## src/hw/rtl/ptae_pkg.sv

```systemverilog
package ptae_pkg;

  localparam int TableDepth = 16;
  localparam int IdxW = $clog2(TableDepth);
  localparam int CntW = $clog2(TableDepth + 1);
  localparam int PeerW = 31;
  localparam int PrioW = 8;
  localparam int TimeW = 12;

  localparam logic [2:0] OP_MERGE = 3'd0;
  localparam logic [2:0] OP_STATUS = 3'd1;
  localparam logic [2:0] OP_DELETE = 3'd2;
  localparam logic [2:0] OP_PURGE = 3'd3;
  localparam logic [2:0] OP_LOOKUP = 3'd4;
  localparam logic [2:0] OP_ELECT = 3'd5;

  localparam logic [1:0] RC_OK = 2'd0;
  localparam logic [1:0] RC_NOT_FOUND = 2'd1;
  localparam logic [1:0] RC_FULL = 2'd2;
  localparam logic [1:0] RC_BAD_INDEX = 2'd3;

  localparam logic [1:0] REG_TIMEOUT = 2'd0;
  localparam logic [1:0] REG_OWN_ID = 2'd1;
  localparam logic [1:0] REG_OWN_PRIO = 2'd2;

  typedef struct packed {
    logic [PeerW-1:0] peer_id;
    logic [PrioW-1:0] priority_val;
    logic [TimeW-1:0] seen_time;
    logic live;
  } entry_t;

  // Signed age now - stamp compared against the timeout; 14-bit signed math.
  function automatic logic age_above(input logic [TimeW-1:0] now_v,
                                     input logic [TimeW-1:0] stamp,
                                     input logic [TimeW-1:0] limit);
    logic signed [TimeW+1:0] age;
    age = $signed({2'b00, now_v}) - $signed({2'b00, stamp});
    return age > $signed({2'b00, limit});
  endfunction

  function automatic logic age_below(input logic [TimeW-1:0] now_v,
                                     input logic [TimeW-1:0] stamp,
                                     input logic [TimeW-1:0] limit);
    logic signed [TimeW+1:0] age;
    age = $signed({2'b00, now_v}) - $signed({2'b00, stamp});
    return age < $signed({2'b00, limit});
  endfunction

endpackage

```

## src/hw/rtl/ptae_store.sv

```systemverilog
module ptae_store
  import ptae_pkg::*;
(
  input  logic            clk,
  input  logic            wr_en,
  input  logic [IdxW-1:0] wr_addr,
  input  entry_t          wr_data,
  input  logic [IdxW-1:0] rd_addr,
  output entry_t          rd_data
);

  // One write and one registered read per cycle.
  entry_t mem [TableDepth];

  always_ff @(posedge clk) begin
    if (wr_en) begin
      mem[wr_addr] <= wr_data;
    end
    rd_data <= mem[rd_addr];
  end

endmodule

```

## src/hw/rtl/peer_table_with_aging_and_election_top.sv

```systemverilog
// Peer table with aging and key server election.
//
// Items arrive on the s_axis channel (operation, peer id, priority, stamp,
// status, index, now and last flag) and each one gives exactly one result item
// on m_axis (result code, found index, counts, batch flag, purge count and
// election outcome). The user must write the configuration registers (timeout,
// own id, own priority) through cfg_we/cfg_index/cfg_data only while the block
// is idle; the block itself does not enforce this.
// The table lives in a small memory with one write and one registered read
// port. A sequencer walks the entries through that port, and a shared compare
// unit checks id match, age or election order each step. Each entry visited
// takes a read state, then a check or a shifted write. A lookup miss, merge
// miss, election, purge or delete at index 0 visits every stored entry.
// s_axis_tready is high only in the idle state.
//
// Reset (synchronous rst) empties the table by clearing the entry and live
// counts; entries are never read past the count so no clearing pass is run.
// If the receiver stalls, the result stays in the output register and no
// new item is accepted until it has been taken.
module peer_table_with_aging_and_election_top
  import ptae_pkg::*;
(
  input  logic        clk,
  input  logic        rst,
  input  logic        s_axis_tvalid,
  output logic        s_axis_tready,
  // tdata: operation[2:0], peer_id[33:3], priority_req[41:34],
  // time_stamp[53:42], new_status[54], entry_index[58:55], now[70:59], pad
  input  logic [71:0] s_axis_tdata,
  // tlast: last_record
  input  logic        s_axis_tlast,
  output logic        m_axis_tvalid,
  input  logic        m_axis_tready,
  // tdata: result_code[1:0], found_index[5:2], entry_total[10:6],
  // live_total[15:11], batch_changed[16], removed_count[21:17],
  // winner_priority[29:22], self_is_key_server[30], pad
  output logic [31:0] m_axis_tdata,
  input  logic        cfg_we,
  input  logic [1:0]  cfg_index,
  input  logic [30:0] cfg_data
);

  typedef enum logic [6:0] {
    S_IDLE  = 7'b0000001,
    S_READ  = 7'b0000010,
    S_CHECK = 7'b0000100,
    S_SHIFT = 7'b0001000,
    S_WRITE = 7'b0010000,
    S_DONE  = 7'b0100000,
    S_OUT   = 7'b1000000
  } state_t;

  state_t state;

  logic [TimeW-1:0] timeout_seconds;
  logic [PeerW-1:0] own_peer_id;
  logic [PrioW-1:0] own_priority;

  logic [2:0]       op;
  logic [PeerW-1:0] req_id;
  logic [PrioW-1:0] req_prio;
  logic [TimeW-1:0] req_ts;
  logic             req_status;
  logic [TimeW-1:0] req_now;
  logic             req_last;

  logic [CntW-1:0]  entry_count;
  logic [CntW-1:0]  live_count;
  logic             batch_added;

  logic [CntW-1:0]  ptr;      // current entry being visited
  logic [CntW-1:0]  dst;      // purge/delete compaction write position
  logic [CntW-1:0]  removed;
  logic             found;
  logic [IdxW-1:0]  found_pos;
  logic [PrioW-1:0] best_prio;
  logic [PeerW-1:0] best_id;
  logic             self_win;
  logic [1:0]       code;
  logic             changed;

  logic             wr_en;
  logic [IdxW-1:0]  wr_addr;
  entry_t           wr_data;
  logic [IdxW-1:0]  rd_addr;
  entry_t           rd_data;

  ptae_store u_store (
    .clk     (clk),
    .wr_en   (wr_en),
    .wr_addr (wr_addr),
    .wr_data (wr_data),
    .rd_addr (rd_addr),
    .rd_data (rd_data)
  );

  assign s_axis_tready = (state == S_IDLE);
  assign m_axis_tvalid = (state == S_OUT);

  logic scan_end;
  assign scan_end = (ptr >= entry_count);
  assign rd_addr = ptr[IdxW-1:0];

  // Shared compare unit: one entry against the current operation.
  logic id_hit, stale, better;
  always_comb begin
    id_hit = (rd_data.peer_id == req_id);
    stale  = age_above(req_now, rd_data.seen_time, timeout_seconds);
    better = rd_data.live && ((rd_data.priority_val > best_prio) ||
             ((rd_data.priority_val == best_prio) && (rd_data.peer_id > best_id)));
  end

  logic fresh_req;
  assign fresh_req = age_below(req_now, req_ts, timeout_seconds);

  always_ff @(posedge clk) begin
    if (rst) begin
      timeout_seconds <= TimeW'(6);
      own_peer_id <= '0;
      own_priority <= '0;
    end else if (cfg_we) begin
      case (cfg_index)
        REG_TIMEOUT:  timeout_seconds <= cfg_data[TimeW-1:0];
        REG_OWN_ID:   own_peer_id <= cfg_data[PeerW-1:0];
        REG_OWN_PRIO: own_priority <= cfg_data[PrioW-1:0];
        default: ;
      endcase
    end
  end

  always_ff @(posedge clk) begin
    wr_en <= 1'b0;
    if (rst) begin
      state <= S_IDLE;
      entry_count <= '0;
      live_count <= '0;
      batch_added <= 1'b0;
    end else begin
      case (state)
        S_IDLE: begin
          if (s_axis_tvalid) begin
            op         <= s_axis_tdata[2:0];
            req_id     <= s_axis_tdata[33:3];
            req_prio   <= s_axis_tdata[41:34];
            req_ts     <= s_axis_tdata[53:42];
            req_status <= s_axis_tdata[54];
            req_now    <= s_axis_tdata[70:59];
            req_last   <= s_axis_tlast;
            code <= RC_OK;
            changed <= 1'b0;
            removed <= '0;
            found <= 1'b0;
            found_pos <= '0;
            best_prio <= own_priority;
            best_id <= own_peer_id;
            // The own node wins the election unless a live entry beats it.
            self_win <= 1'b1;
            // Status and delete start at the requested index.
            if (s_axis_tdata[2:0] == OP_STATUS || s_axis_tdata[2:0] == OP_DELETE) begin
              ptr <= CntW'(s_axis_tdata[58:55]);
            end else begin
              ptr <= '0;
            end
            dst <= '0;
            state <= S_READ;
          end
        end
        S_READ: begin
          // Read address is ptr; data appears next cycle.
          case (op)
            OP_MERGE, OP_LOOKUP: state <= (scan_end || found) ? S_DONE : S_CHECK;
            OP_STATUS: begin
              if (scan_end) begin
                code <= RC_BAD_INDEX;
                state <= S_DONE;
              end else begin
                state <= S_CHECK;
              end
            end
            OP_DELETE: begin
              if (scan_end) begin
                code <= RC_BAD_INDEX;
                state <= S_DONE;
              end else begin
                state <= S_CHECK;
              end
            end
            OP_PURGE, OP_ELECT: state <= scan_end ? S_DONE : S_CHECK;
            default: state <= S_DONE;
          endcase
        end
        S_CHECK: begin
          case (op)
            OP_MERGE, OP_LOOKUP: begin
              if (id_hit) begin
                found <= 1'b1;
                found_pos <= ptr[IdxW-1:0];
                if (op == OP_MERGE && fresh_req && rd_data.seen_time < req_ts) begin
                  wr_en <= 1'b1;
                  wr_addr <= ptr[IdxW-1:0];
                  wr_data <= '{peer_id: rd_data.peer_id, priority_val: rd_data.priority_val,
                               seen_time: req_ts, live: rd_data.live};
                end
                state <= S_DONE;
              end else begin
                ptr <= ptr + 1'b1;
                state <= S_READ;
              end
            end
            OP_STATUS: begin
              if (req_status && !rd_data.live) begin
                live_count <= live_count + 1'b1;
              end else if (!req_status && rd_data.live && live_count != '0) begin
                live_count <= live_count - 1'b1;
              end
              wr_en <= 1'b1;
              wr_addr <= ptr[IdxW-1:0];
              wr_data <= '{peer_id: rd_data.peer_id, priority_val: rd_data.priority_val,
                           seen_time: req_now, live: req_status};
              state <= S_DONE;
            end
            OP_DELETE: begin
              if (rd_data.live && live_count != '0) begin
                live_count <= live_count - 1'b1;
              end
              dst <= ptr;
              ptr <= ptr + 1'b1;
              state <= S_SHIFT;
            end
            OP_PURGE: begin
              if (stale) begin
                if (rd_data.live && live_count != '0) begin
                  live_count <= live_count - 1'b1;
                end
                removed <= removed + 1'b1;
              end else begin
                if (dst != ptr) begin
                  wr_en <= 1'b1;
                  wr_addr <= dst[IdxW-1:0];
                  wr_data <= rd_data;
                end
                dst <= dst + 1'b1;
              end
              ptr <= ptr + 1'b1;
              state <= S_READ;
            end
            OP_ELECT: begin
              if (better) begin
                best_prio <= rd_data.priority_val;
                best_id <= rd_data.peer_id;
                self_win <= 1'b0;
              end
              ptr <= ptr + 1'b1;
              state <= S_READ;
            end
            default: state <= S_DONE;
          endcase
        end
        S_SHIFT: begin
          // Delete compaction: wait for the read at ptr.
          state <= scan_end ? S_DONE : S_WRITE;
        end
        S_WRITE: begin
          wr_en <= 1'b1;
          wr_addr <= dst[IdxW-1:0];
          wr_data <= rd_data;
          dst <= dst + 1'b1;
          ptr <= ptr + 1'b1;
          state <= S_SHIFT;
        end
        S_DONE: begin
          case (op)
            OP_MERGE: begin
              if (!found && fresh_req && req_id != own_peer_id) begin
                if (entry_count >= CntW'(TableDepth)) begin
                  code <= RC_FULL;
                  changed <= req_last & batch_added;
                  if (req_last) batch_added <= 1'b0;
                end else begin
                  wr_en <= 1'b1;
                  wr_addr <= entry_count[IdxW-1:0];
                  wr_data <= '{peer_id: req_id, priority_val: req_prio,
                               seen_time: req_ts, live: 1'b1};
                  entry_count <= entry_count + 1'b1;
                  live_count <= live_count + 1'b1;
                  changed <= req_last;
                  batch_added <= !req_last;
                end
              end else begin
                changed <= req_last & batch_added;
                if (req_last) batch_added <= 1'b0;
              end
            end
            OP_DELETE: if (code == RC_OK) entry_count <= entry_count - 1'b1;
            OP_PURGE: entry_count <= dst;
            OP_LOOKUP: if (!found) code <= RC_NOT_FOUND;
            default: ;
          endcase
          state <= S_OUT;
        end
        S_OUT: begin
          if (m_axis_tready) state <= S_IDLE;
        end
        default: state <= S_IDLE;
      endcase
    end
  end

  always_comb begin
    m_axis_tdata = '0;
    m_axis_tdata[1:0]   = code;
    m_axis_tdata[5:2]   = (op == OP_LOOKUP && found) ? found_pos : '0;
    m_axis_tdata[10:6]  = entry_count;
    m_axis_tdata[15:11] = live_count;
    m_axis_tdata[16]    = (op == OP_MERGE) ? changed : 1'b0;
    m_axis_tdata[21:17] = (op == OP_PURGE) ? removed : '0;
    m_axis_tdata[29:22] = (op == OP_ELECT) ? best_prio : '0;
    m_axis_tdata[30]    = (op == OP_ELECT) ? self_win : 1'b0;
  end

  a_live_le_entries: assert property (@(posedge clk) disable iff (rst)
    live_count <= entry_count) else $error("live count exceeds entry count");
  a_count_bound: assert property (@(posedge clk) disable iff (rst)
    entry_count <= CntW'(TableDepth)) else $error("entry count overflow");
  a_out_holds: assert property (@(posedge clk) disable iff (rst)
    (state == S_OUT && !m_axis_tready) |=> state == S_OUT)
    else $error("result dropped");
  a_no_write_idle: assert property (@(posedge clk) disable iff (rst)
    (state == S_IDLE) |=> !wr_en || $past(state) != S_IDLE)
    else $error("table written while idle");

endmodule
```

## config.mk

```make
export PLATFORM = sky130hd
export DESIGN_NAME = peer_table_with_aging_and_election_top
export DESIGN_NICKNAME = d
export VERILOG_FILES = /design/src/hw/rtl/ptae_pkg.sv /design/src/hw/rtl/ptae_store.sv /design/src/hw/rtl/peer_table_with_aging_and_election_top.sv
export SDC_FILE = /design/constraint.sdc
export NUM_CORES = 1
export LEC_CHECK = 0
export ABC_CLOCK_PERIOD_IN_PS = 8550
export BUFFER_PORTS_ARGS = -buffer_cell sky130_fd_sc_hd__buf_2
export CAP_MARGIN = 20
export CELL_PAD_IN_SITES_DETAIL_PLACEMENT = 0
export CELL_PAD_IN_SITES_GLOBAL_PLACEMENT = 1
export CORE_MARGIN = 1.5
export CORE_UTILIZATION = 53
export DETAILED_ROUTE_END_ITERATION = 8
export GPL_TIMING_DRIVEN = 0
export PLACE_DENSITY_LB_ADDON = 0.1
export SYNTH_ARGS = -nofsm -noshare
export SYNTH_HDL_FRONTEND = slang
export SYNTH_HIERARCHICAL = 1
export SYNTH_SLANG_ARGS = --single-unit
```

## constraint.sdc

```tcl
create_clock -name clk -period 8.55 [get_ports clk]
set_input_delay 0.855 -clock clk [delete_from_list [all_inputs] [get_ports clk]]
set_output_delay 0.855 -clock clk [all_outputs]
set_load 0.01 [all_outputs]
```

# Word-level counts from Yosys, hierarchy flattened
# Memories as Yosys holds them, arrays and structs flattened. A register that Yosys moved wholly into a read port is not among the register bits.
# Cells that the tools add are included.
# word_totals
latch_bits	0
elab_cells	253
memories	1
reg_bits	257
ramBits	832
rom_bits	0
out_inout_bits	34
in_bits	111
# mem_list
memory	words	word_bits	rd	rd_clocked_by_memory_dff	write_ports	line_no	source
u_store.mem	16	52	1	1	1	ptae_store.sv:13	entry_t mem [TableDepth];
# classes
div	0
mul	0
eq_ne	51
reduce_logical	50
muxes	103
magnitude_cmp	7
add_sub_neg	9
shifts	0
bitwise	2
# ops
op	count
2-to-1 mux 52 bit	7
case mux 52 bit (3 select lines)	2
2-to-1 mux 31 bit	3
2-to-1 mux 5 bit	17
case mux 31 bit (2 select lines)	1
case mux 5 bit (3 select lines)	4
case mux 7 bit (7 select lines)	1
2-to-1 mux 4 bit	12
case mux 5 bit (2 select lines)	4
inequality test 3 bit, second input constant	11
2-to-1 mux 8 bit	4
== test 31 bit	1
greater-than comparator 31 bit	1
inequality test 31 bit	1
AND reduction 5 bit	6
inequality test 2 bit, second input constant	14
subtractor 12 x 12 -> 13 bit	2
adder 5 x 1 -> 5 bit, second input constant	5
2-to-1 mux 6 bit	4
case mux 4 bit (3 select lines)	2
2-to-1 mux 1 bit	23
case mux 7 bit (3 select lines)	1
case mux 8 bit (2 select lines)	1
2-to-1 mux 7 bit	2
other kinds (52)	93

# Logic depth before layout (Yosys ltp)
# Gate-level depths: netlist of the first run.
# depth
word_depth	8
depth_mapped	19
depth_no_buf	19

# Cells and area by module
# Netlist of the first run, hierarchy kept.
# modules_own_cells
module	seq_area_each_um2	cells_each	area_each_um2	instances
ptae_store	26025.0	1344	32215.9	1
peer_table_with_aging_and_election_top	7016.7	1467	14288.7	1

# Worst setup path before layout of the first run
# OpenSTA, ideal clock, no wires.
# synth_timing
path_type	register to register
from	reg req_ts[1]
to	reg wr_addr[0] (enable)
path_stages_with_launch	17
arrival_time_ns	7.010
setup_ns	0.539
n_path_buf	0
required_time_ns	8.011
period_less_slack_ns	7.549
setup_slack_ns	1.001
cell_sequence	edfxtp_1 -> inv_1 -> ha_1 -> nor2b_1 -> o21ai_0 -> a21boi_0 -> o211a_1 -> o21a_1 -> o21a_1 -> o41ai_1 -> xnor2_1 -> ha_1 -> a211oi_1 -> a41o_1 -> o221a_4 -> a31oi_4 -> nor3_1
# synth_via
elab_chain_len	6
elab_cells_between_ends	10
classes_between	add/sub (1); order compare (2); eq/ne (2); reduce/logical (5)
# synth_lines
item	line_no	source
start, declared	peer_table_with_aging_and_election_top.sv:62	logic [TimeW-1:0] req_ts;
start signal, assigned	peer_table_with_aging_and_election_top.sv:145	req_ts <= s_axis_tdata[53:42];
subtractor 12 x 12 -> 13 bit	ptae_pkg.sv:46	age = $signed({2'b00, now_v}) - $signed({2'b00, stamp});
< comparator 13 bit	ptae_pkg.sv:47	return age < $signed({2'b00, limit});
logical AND 1 bit, on equally long branches (2 in series)	peer_table_with_aging_and_election_top.sv:198, peer_table_with_aging_and_election_top.sv:274	
inequality test 3 bit (no source line) / inequality test 2 bit (equally long branches)	-	
AND reduction 10 bit (no source line) (*)	-	
end signal, assigned	peer_table_with_aging_and_election_top.sv:200	wr_addr <= ptr[IdxW-1:0];
end signal, assigned	peer_table_with_aging_and_election_top.sv:217	wr_addr <= ptr[IdxW-1:0];
end signal, assigned	peer_table_with_aging_and_election_top.sv:239	wr_addr <= dst[IdxW-1:0];
end, declared	peer_table_with_aging_and_election_top.sv:83	logic [IdxW-1:0] wr_addr;
# Mark *: on every way between the ends. The rest lies on a longest branch, timed or not.
# A chain may end at the register's enable or synchronous reset.

# Final worst setup path of the first run
# layout_timing
from	reg req_now[0]
to	reg, netlist name wr_data[25]
# layout_via
elab_chain_len	6
elab_cells_between_ends	12
classes_between	add/sub (2); order compare (2); eq/ne (3); reduce/logical (5)
# layout_lines
item	line_no	source
start, declared	peer_table_with_aging_and_election_top.sv:64	logic [TimeW-1:0] req_now;
start signal, assigned	peer_table_with_aging_and_election_top.sv:147	req_now <= s_axis_tdata[70:59];
subtractor 12 x 12 -> 13 bit	ptae_pkg.sv:46	
< comparator 13 bit	ptae_pkg.sv:47	
logical AND 1 bit, on equally long branches (2 in series)	peer_table_with_aging_and_election_top.sv:198, peer_table_with_aging_and_election_top.sv:274	
inequality test 3 bit (no source line) / inequality test 2 bit (equally long branches)	-	
AND reduction 10 bit (no source line) (*)	-	
# Marks and branches as above.

==> results of run 1 <==
sequential cells by signal (all words and copies together), names as in the netlist, 2 cells and up:
signal / count
dst: 5
req_now: 12
removed: 5
timeout_seconds: 12
best_prio: 8
found_pos: 4
own_priority: 8
wr_data: 52
u_store/rd_data: 52
wr_addr: 4
best_id: 31
op: 3
live_count: 5
u_store/mem: 832
code: 2
req_ts: 12
state: 7
entry_count: 5
req_prio: 8
ptr: 5
own_peer_id: 31
req_id: 31
power breakdown:
part	switching, mW	internal [mW]
clock	2.13	2.98
combinational	0.915	0.667
sequential	0.234	6.17
logic make-up (layout without fill, tap and decap cells):
kind of cell	after synthesis	count (layout)	synth area share
other	1	1	0.0000806
adder cells (fa/ha/maj)	114	114	0.0312
buffers and inverters	226	653	0.0213
AND/OR/NAND/NOR	659	659	0.0625
multiplexers	224	224	0.104
flip-flops	1141	1141	0.711
AO/OA/AOI/OAI	348	348	0.0517
XOR/XNOR	98	98	0.0185
through the flow:
stage / setup TNS [ns] / util / area [sq um] / power (mW)
floorplan: 0 / - / 46500 / 7.46
global placement: -394.87 / 0.560 / 48700 / 8.06
detailed placement: 0 / 0.573 / 49800 / 8.09
CTS: 0 / 0.618 / 53700 / 13.2
global route: 0 / 0.618 / 53700 / 13.5
finish: 0 / 0.618 / 53700 / 13.1
layer usage:
metal	track usage	share of wire	vias to the layer above
met4	0.0919	0.032	2
met3	0.0566	0.088	210
met5	0	0.000081	-
met2	0.430	0.47	1189
met1	0.397	0.41	13700
li1	-	-	11600
cell type report:
type	instances	area [sq um]
Buffer	121	597
Clock buffer	165	3320
Clock inverter	54	588
Fill cell	6355	33200
Inverter	105	394
Multi-Input combinational cell	1444	12600
Sequential cell	1141	33000
Tap cell	1155	1450
Timing Repair Buffer	208	1750
worst max-delay path, cell delays in order, from the launching register on:
cell,delay [ns]
edfxtp_1,0.41
inv_1,0.09
ha_1,0.23
fa_1,0.42
nor2b_1,0.18
o2111ai_1,0.15
a31oi_1,0.30
a21o_1,0.17
a21oi_1,0.08
xnor2_1,0.26
ha_1,0.32
a2111oi_0,0.43
a31oi_1,0.25
nand4_1,0.23
nor2b_1,0.22
o21ai_0,0.17
nor3_2,0.62
buf_6,0.27
buf_6,0.18
buf_6,0.16
synthesized netlist by cell type, types with 21 or more instances:
cell	n	area share
nor2_1	99	0.0080
xnor2_1	33	0.0062
buf_2	21	0.0023
a21oi_1	97	0.010
nor2b_1	21	0.0028
clkbuf_1	72	0.0058
dfxtp_1	122	0.053
nor3_1	30	0.0032
o21ai_0	44	0.0047
a22oi_1	108	0.017
edfxtp_1	1019	0.66
mux4_2	208	0.10
inv_1	104	0.0084
nand2_1	386	0.031
xor2_1	65	0.012
ha_1	111	0.030
worst max-delay path by stage:
stage / to / slack [ns] / cells past startpoint
detailed placement: wr_data[32]$_DFFE_PP_ / 3.15 / 19
finish: wr_data[25]$_DFFE_PP_ / 3.11 / 19
global route: wr_data[27]$_DFFE_PP_ / 2.77 / 22
floorplan: wr_addr[0]$_DFFE_PP_ / 1.00 / 16
CTS: wr_data[27]$_DFFE_PP_ / 3.13 / 19
global placement: wr_data[32]$_DFFE_PP_ / -4.28 / 16
==> flow_summary_export.csv, run 1 <==
group,metric,value,unit
run_status,status,"finished clean",
routing,wl,123000,microns
place,dp_hpwl,85900,microns
routing,viasPerCell,6.06,
global_routing,grt.overflow.total,0,
global_routing,grt_antenna_before_repair,2,
worst_setup_path,crit_fanout,9,
synth,synth-async-reset-ratio,0,
clock_network,post-cts-setup-buffers,0,
cells_and_area,diodes,0,
place,place_congestion,0.863,
global_routing,grt_pass1_vias,26500,
clock_network,cts_root_buf,"clkbuf_16",
worst_setup_path,cp.arrival,5.85,ns
die,std_cell_rows,108,
clock_network,numCtsBuffers,115,
synth,ys_ff_latch,1141,
worst_setup_path,start_kind,"register",
clock_network,clkSinkCount,1141,
clock_network,cts_tree,"yes",
synth,avgSynthCellArea,16.5,sq um
timing,hold_ws,0.324,ns
clock_network,cts.repair.resized,0,
timing,rsz0062_at_grt,"no",
clock_network,clk_transition_reported_paths,0.06,ns
worst_setup_path,r2r-end,"wr_data[25]$_DFFE_PP_",
hold_path,min_to,"req_ts[11]$_DFFE_PP_",
clock_network,clock_latency,0.70,ns
pwr,p_leak,18.9,nW
synth,synth_edf_count,1019,
cells_and_area,area.growth.synth_to_final,15.5,%
cells_and_area,final_cells,4393,
timing,clock.fmax,184,MHz
clock_network,ctsHoldBuffers,0,
worst_setup_path,required,8.96,ns
routing,wl_per_cell,28.1,microns
die,start_util,0.535,
synth,post_synth_num_cell_types,74,
clock_network,htreeDepth,3,
place,dpl_worst_slack,3.15,ns
hold_path,hold-path-cell-count,1,
synth,yosysSeqAreaShare,0.711,
timing,postLayoutSetupSlackWorst,3.11,ns
pwr,ir_worst_vdd,0.000193,V
hold_path,hold_class,"in -> reg",
worst_setup_path,path_class,"reg -> reg",
place,portBuffers,142,
global_routing,grt_usage,0.277,
die,core_region_area,86900,sq um
routing,drc,0,
worst_setup_path,critPathCaptureType,"register",
synth,syn_inst,2811,
die,die_h,299,microns
timing,fin_crit_sh,0.636,
die,die_x,299,microns
worst_setup_path,crit_start,"req_now[0]$_DFFE_PP_",
place,dp_cells,4174,
routing,drt-initial-drc-count,3204,
routing,drt-pass1-iter-count,6,
synth,synth_area,46500,sq um
die,io-pin-count,145,
run,maxCapViolations,0,
routing,ant_nets,0,
cells_and_area,drive_above_1_share,0.209,
routing,vias,26600,
global_routing,grt_pass1_wl,178000,microns
worst_setup_path,worstReg2RegStart,"req_now[0]$_DFFE_PP_",
cells_and_area,final_cell_mix,"edfxtp_1, nand2_1, mux4_2",
synth,synthFlopType,"edfxtp_1",
timing,worstMarginPinSlew,1.07,ns
global_routing,grt_max_degree,29,
synth,synth_nets,3036,
die,die_area,89500,sq um
pwr,power.density,244,nW/um^2
clock_network,cts_buffer_depth,3,
synth,ys_warn_count,6,
timing,relSlewSlack,0.289,
timing,finalClockSkew,0.0263,ns
worst_setup_path,r2r.worst_path.cells,19,
cells_and_area,fin_nets,3361,
hold_path,hp-start,"s_axis_tdata[53]",
timing,hold_viol_final,0,
worst_setup_path,regToRegSetupSlack,3.11,ns
cells_and_area,final_common_cell,"edfxtp_1",
timing,setup_viol,0,
timing,slew_viol_final,0,
timing,period_minus_slack,5.44,ns
(Power assumes the default switching activity.)
==> inputs of run 2 (changes only) <==
ABC_CLOCK_PERIOD_IN_PS = 5310   (was 8550)
clock period = 5.31 ns   (was 8.55 ns; I/O delays follow)
==> run 2 against run 1 <==
Net effect: sequential power increased by 61%; flip-flop and latch count is the same; clock power rose by 63%.
==> flow_summary_export.csv, run 2 (same netlist as run 1, synthesis figures left out) <==
group,metric,value,unit
clock_network,htreeDepth,3,
timing,hold_viol_final,0,
clock_network,cts_buffer_depth,3,
cells_and_area,fin_nets,3406,
global_routing,grt_pass1_vias,26700,
die,die_h,299,microns
worst_setup_path,regToRegSetupSlack,0.35,ns
worst_setup_path,cpMaxStageDelayCell,"edfxtp_1",
global_routing,grt_max_degree,29,
worst_setup_path,worstReg2RegStart,"req_ts[1]$_DFFE_PP_",
die,start_util,0.535,
cells_and_area,final_common_cell,"edfxtp_1",
pwr,power.density,391,nW/um^2
timing,slew_viol_final,0,
worst_setup_path,crit_family,"compound AO/OA/AOI/OAI gates",
clock_network,clk_transition_reported_paths,0.06,ns
pwr,ir_worst_vdd,0.000292,V
place,place_congestion,0.900,
cells_and_area,post-route-util,0.624,
die,core_region_area,86900,sq um
cells_and_area,drive_above_1_share,0.201,
die,io-pin-count,145,
cells_and_area,largest-register,"u_store/mem",
timing,setup_viol,0,
cells_and_area,fill_cells,6286,
pwr,p_leak,19.1,nW
clock_network,clkSinkCount,1141,
timing,rsz0062_at_grt,"no",
worst_setup_path,cpPeakStageDelay,0.47,ns
clock_network,numCtsBuffers,112,
routing,wl_per_cell,27.9,microns
routing,drt-initial-drc-count,2970,
worst_setup_path,crit_fanout,13,
run,maxCapViolations,0,
pwr,power,21.2,mW
clock_network,cts.repair.resized,0,
timing,period_minus_slack,4.96,ns
routing,vias,26800,
clock_network,cts_root_buf,"clkbuf_16",
timing,fin_crit_sh,0.934,
hold_path,hold_class,"in -> reg",
cells_and_area,area.growth.synth_to_final,16.5,%
timing,worstMarginPinSlew,1.12,ns
place,dp_hpwl,85100,microns
worst_setup_path,crit_start,"req_ts[1]$_DFFE_PP_",
cells_and_area,largest_register_ffs,832,
die,die_x,299,microns
cells_and_area,final_cell_mix,"edfxtp_1, nand2_1, mux4_2",
global_routing,grt_usage,0.278,
routing,drt-pass1-iter-count,7,
hold_path,hp-start,"s_axis_tdata[40]",
worst_setup_path,path_buf_inv,4,
worst_setup_path,critPathCaptureType,"register",
worst_setup_path,cp.arrival,5.36,ns
routing,viasPerCell,6.04,
worst_setup_path,worstPathCellList,"inv_1 -> ha_1 -> nor2b_1 -> o21ai_0 -> a21boi_0 -> o211a_1 -> o21a_1 -> o21a_1 -> o41ai_1 -> xnor2_1 -> ha_1 -> a211oi_1 -> a41o_1 -> o221a_4 -> a31oi_4 -> nor3_4 -> buf_12 -> buf_16 -> buf_8",
clock_network,clock_latency,0.70,ns
place,portBuffers,142,
global_routing,grt_antenna_before_repair,2,
die,die_area,89500,sq um
clock_network,cts_tree,"yes",
die,std_cell_rows,108,
timing,relSlewSlack,0.255,
cells_and_area,largest_registers,"u_store/mem: 832 flops, u_store/rd_data: 52 flops, wr_data: 52 flops",
global_routing,grt_pass1_wl,179000,microns
cells_and_area,multiInputGateArea,12600,sq um
worst_setup_path,path_class,"reg -> reg",
routing,wl,124000,microns
timing,finalClockSkew,0.0311,ns
cells_and_area,register_area,33000,sq um
worst_setup_path,required,5.71,ns
timing,clock.fmax,202,MHz
routing,ant_nets,0,
run_status,status,"finished clean",
routing,drc,0,
worst_setup_path,start_kind,"register",
global_routing,grt.overflow.total,0,
run 2: cell types whose count changed in the layout (fill, tap and decap cells not counted), moves of 4 or more:
cell / change
bufinv_16: +9
clkinv_1: +12
clkbuf_8: -18
buf_12: +4
dlygate4sd3_1: +49
clkinv_2: -5
clkbuf_1: -5
run 2: layer usage:
metal / GRT usage / routed length, microns / vias up
met5: 0 / 0 / -
li1: - / - / 11600
met4: 0.0761 / 2830 / 0
met3: 0.0532 / 11300 / 177
met1: 0.404 / 51700 / 13700
met2: 0.434 / 57900 / 1247
run 2: path summary, 6_finish.rpt:
path,to,cells past startpoint
worst max-delay path,wr_data[29]$_DFFE_PP_,19
worst min-delay path,req_prio[6]$_DFFE_PP_,1
worst max register to register,wr_data[29]$_DFFE_PP_,19
worst min register to register,batch_added$_SDFFE_PP0P_,1
run 2: area by class of cell:
cell class                 instances  area share
tap                             1155      0.0267
buffer                           121      0.0110
timing repair buffer             256      0.0412
inverter                         105     0.00727
antenna                            1   0.0000462
sequential                      1141       0.610
multi-input combinational       1444       0.233
clock buffer                     140      0.0554
clock inverter                    71      0.0162
run 2: repair_timing:
| item | CTS | global route |
|---|---|---|
| buffers inserted | 0 | 3 |
| hold buffers | 49 | 0 |
| endpoints found under the setup margin | 0 | 52 |
| hold endpoints to repair | 49 | 0 |
run 2: through the flow:
stage | setup WS (ns) | instance area, sq um | TNS [ns] | instances | hold slack [ns]
after floorplan | 0.324 | 46500 | 0 | 2811 | 0.433
after global placement | -4.10 | 48700 | -1497.67 | 4108 | 0.462
after detailed placement | 0.111 | 49800 | 0 | 4169 | 0.473
after CTS | 0.0928 | 54100 | 0 | 4429 | 0.000278
after global routing | 0.0174 | 54200 | 0 | 4433 | 0.0102
final | 0.352 | 54200 | 0 | 4434 | 0.0304
run 2: where the power goes:
part	internal, mW	switching (mW)
clock network	4.90	3.41
registers	9.93	0.375
logic	1.10	1.47
==> inputs of run 3 (changes only) <==
CORE_UTILIZATION = 40   (was 53)
==> run 3 against run 2 <==
Net effect: combinational power grew 2%; critical endpoint is now wr_data[28]$_DFFE_PP_; first-iteration DRC count shrank 17%; wire length grew 8.5%; non-clock buffer count grew 19; largest power group unchanged; sequential power is essentially flat; hold slack gained 0.018 ns; setup slack lost 0.074 ns; power shrank 1.3%; register-to-register slack lost 0.07 ns; count of clock-buffer cells in the layout grew 37; largest cell class unchanged.
==> flow_summary_export.csv, run 3 (same netlist as run 1, synthesis figures left out) <==
group,metric,value,unit
routing,drt-pass1-iter-count,5,
timing,relSlewSlack,0.270,
pwr,p_leak,19.1,nW
die,core_region_area,115000,sq um
place,portBuffers,142,
timing,fin_crit_sh,0.948,
worst_setup_path,worstPathCellList,"inv_1 -> ha_1 -> nor2b_1 -> o21a_1 -> o21ai_0 -> a211oi_1 -> o31ai_1 -> nand2b_1 -> a21oi_1 -> xnor2_1 -> ha_1 -> nand4_1 -> or3_1 -> o211ai_1 -> a31oi_1 -> nand4_1 -> nor2b_1 -> o21ai_0 -> nor3_4 -> buf_12 -> buf_8 -> buf_16",
worst_setup_path,cp.arrival,5.43,ns
die,die_h,344,microns
timing,hold_viol_final,0,
cells_and_area,final_cell_mix,"edfxtp_1, nand2_1, mux4_2",
routing,viasPerCell,5.53,
clock_network,cts_buffer_depth,3,
clock_network,numCtsBuffers,118,
cells_and_area,largest-register,"u_store/mem",
cells_and_area,fill_cells,9895,
run,maxCapViolations,0,
clock_network,cts_root_buf,"clkbuf_16",
cells_and_area,multiInputGateArea,12600,sq um
timing,worstMarginPinSlew,1.10,ns
global_routing,grt_pass1_vias,27100,
timing,postLayoutSetupSlackWorst,0.278,ns
cells_and_area,largest_registers,"u_store/mem: 832 flops, u_store/rd_data: 52 flops, wr_data: 52 flops",
pwr,share_seq_of_total_power,0.494,
clock_network,clk_transition_reported_paths,0.06,ns
pwr,ir_worst_vdd,0.000284,V
hold_path,hold_class,"in -> reg",
worst_setup_path,crit_fanout,12,
timing,finalSetupTns,0,ns
global_routing,grt.overflow.total,0,
pwr,p_switching,5.36,mW
timing,setup_viol,0,
timing,clock.fmax,199,MHz
hold_path,hp-start,"s_axis_tdata[5]",
worst_setup_path,cpPeakStageDelay,0.55,ns
worst_setup_path,cpMaxStageDelayCell,"dfxtp_1",
cells_and_area,drive_above_1_share,0.202,
die,io-pin-count,145,
worst_setup_path,required,5.71,ns
routing,drc,0,
worst_setup_path,critPathCaptureType,"register",
clock_network,clkSinkCount,1141,
routing,drt-initial-drc-count,2479,
timing,slew_viol_final,0,
worst_setup_path,regToRegSetupSlack,0.28,ns
die,die_x,344,microns
cells_and_area,largest_register_ffs,832,
cells_and_area,final_common_cell,"edfxtp_1",
place,place_congestion,0.856,
cells_and_area,area.growth.synth_to_final,17.8,%
pwr,p_int,15.6,mW
clock_network,cts_tree,"yes",
worst_setup_path,worstReg2RegStart,"u_store/rd_data[2]$_DFF_P_",
clock_network,clock_latency,0.71,ns
cells_and_area,fin_nets,3431,
die,die_area,118000,sq um
timing,finalClockSkew,0.0190,ns
clock_network,cts.repair.resized,0,
pwr,power.density,382,nW/um^2
global_routing,grt_max_degree,31,
worst_setup_path,crit_start,"u_store/rd_data[2]$_DFF_P_",
pwr,clkPwrFrac,0.380,
hold_path,hold-path-cell-count,1,
die,std_cell_rows,124,
pwr,pwr-share-comb,0.125,
place,dpl_worst_slack,0.0977,ns
worst_setup_path,path_class,"reg -> reg",
timing,rsz0062_at_grt,"no",
routing,wl,134000,microns
worst_setup_path,r2r.worst_path.cells,22,
pwr,swShare,0.256,
routing,vias,26700,
routing,ant_nets,0,
global_routing,grt_pass1_wl,192000,microns
run_status,status,"finished clean",
die,start_util,0.405,
place,dp_hpwl,93500,microns
global_routing,grt_usage,0.228,
worst_setup_path,start_kind,"register",
routing,wl_per_cell,27.9,microns
cells_and_area,register_area,33000,sq um
clock_network,htreeDepth,3,
timing,period_minus_slack,5.03,ns
global_routing,grt_antenna_before_repair,5,
==> run 3: cell count changes in the layout (fill, tap and decap cells not counted), sizes merged, moves of 4 or more <==
cell	previous run	this run
dlygate4sd3	49	63
buf	256	261
clkinv	44	34
clkinvlp	2	6
clkbuf	212	249
bufinv	18	3
==> run 3: layout make-up <==
type                    count  area share
multi-input cells        1444       0.230
repair buffers            275      0.0464
plain buffers             121      0.0109
clock buffers             177      0.0613
well taps                1512      0.0345
diodes                      1   0.0000457
flip-flops and latches   1141       0.603
inverters                 105     0.00720
clock inverters            47     0.00633
==> run 3: power groups by stage <==
stage / clock network [mW] / logic, mW / registers, mW
after global routing: 8.44 / 2.87 / 10.3
final: 7.95 / 2.62 / 10.3
after global placement: 0 / 2.54 / 10.5
after detailed placement: 0 / 2.59 / 10.5
after floorplan: 0 / 1.74 / 10.3
after CTS: 8.12 / 2.64 / 10.3
==> run 3: final timing paths <==
check / end
setup / recovery: wr_data[28]$_DFFE_PP_
hold / removal: req_id[2]$_DFFE_PP_
setup reg to reg: wr_data[28]$_DFFE_PP_
hold reg to reg: timeout_seconds[11]$_SDFFE_PP0P_
==> run 3: layer usage <==
metal | routed length [microns] | vias up | share of wire | global-route usage
li1 | - | 11700 | - | -
met1 | 60200 | 13900 | 0.45 | 0.332
met2 | 63800 | 895 | 0.48 | 0.367
met3 | 8030 | 138 | 0.060 | 0.0301
met4 | 2260 | 0 | 0.017 | 0.0497
met5 | 0 | - | 0 | 0
==> run 3: critical path: cells and delay by family (launching register included) <==
family / cells / cell delay [ns]
AO/OA/AOI/OAI: 8 / 1.60
AND/OR/NAND/NOR: 7 / 1.26
flip-flops: 1 / 0.55
XOR/XNOR: 1 / 0.09
buffers and inverters: 4 / 0.61
adder cells (fa/ha/maj): 2 / 0.57
==> run 3: repair_timing <==
action / 4_1_cts / 5_1_grt
endpoints found under the hold margin: 63 / 0
endpoints found under the setup margin: 0 / 54
hold buffers: 63 / 0
setup buffers: 0 / 2
==> run 3: stage by stage <==
stage / utilization / hold WS, ns / instance area [sq um] / instances / power [mW]
4_1_cts: 0.477 / 0.00131 / 54700 / 4820 / 21.1
3_5_place_dp: 0.439 / 0.469 / 50400 / 4533 / 13.1
2_1_floorplan: - / 0.433 / 46500 / 2811 / 12.0
5_1_grt: 0.477 / 0.0131 / 54800 / 4822 / 21.7
3_3_place_gp: 0.428 / 0.469 / 49100 / 4465 / 13.1
6_report: 0.477 / 0.0480 / 54800 / 4823 / 20.9
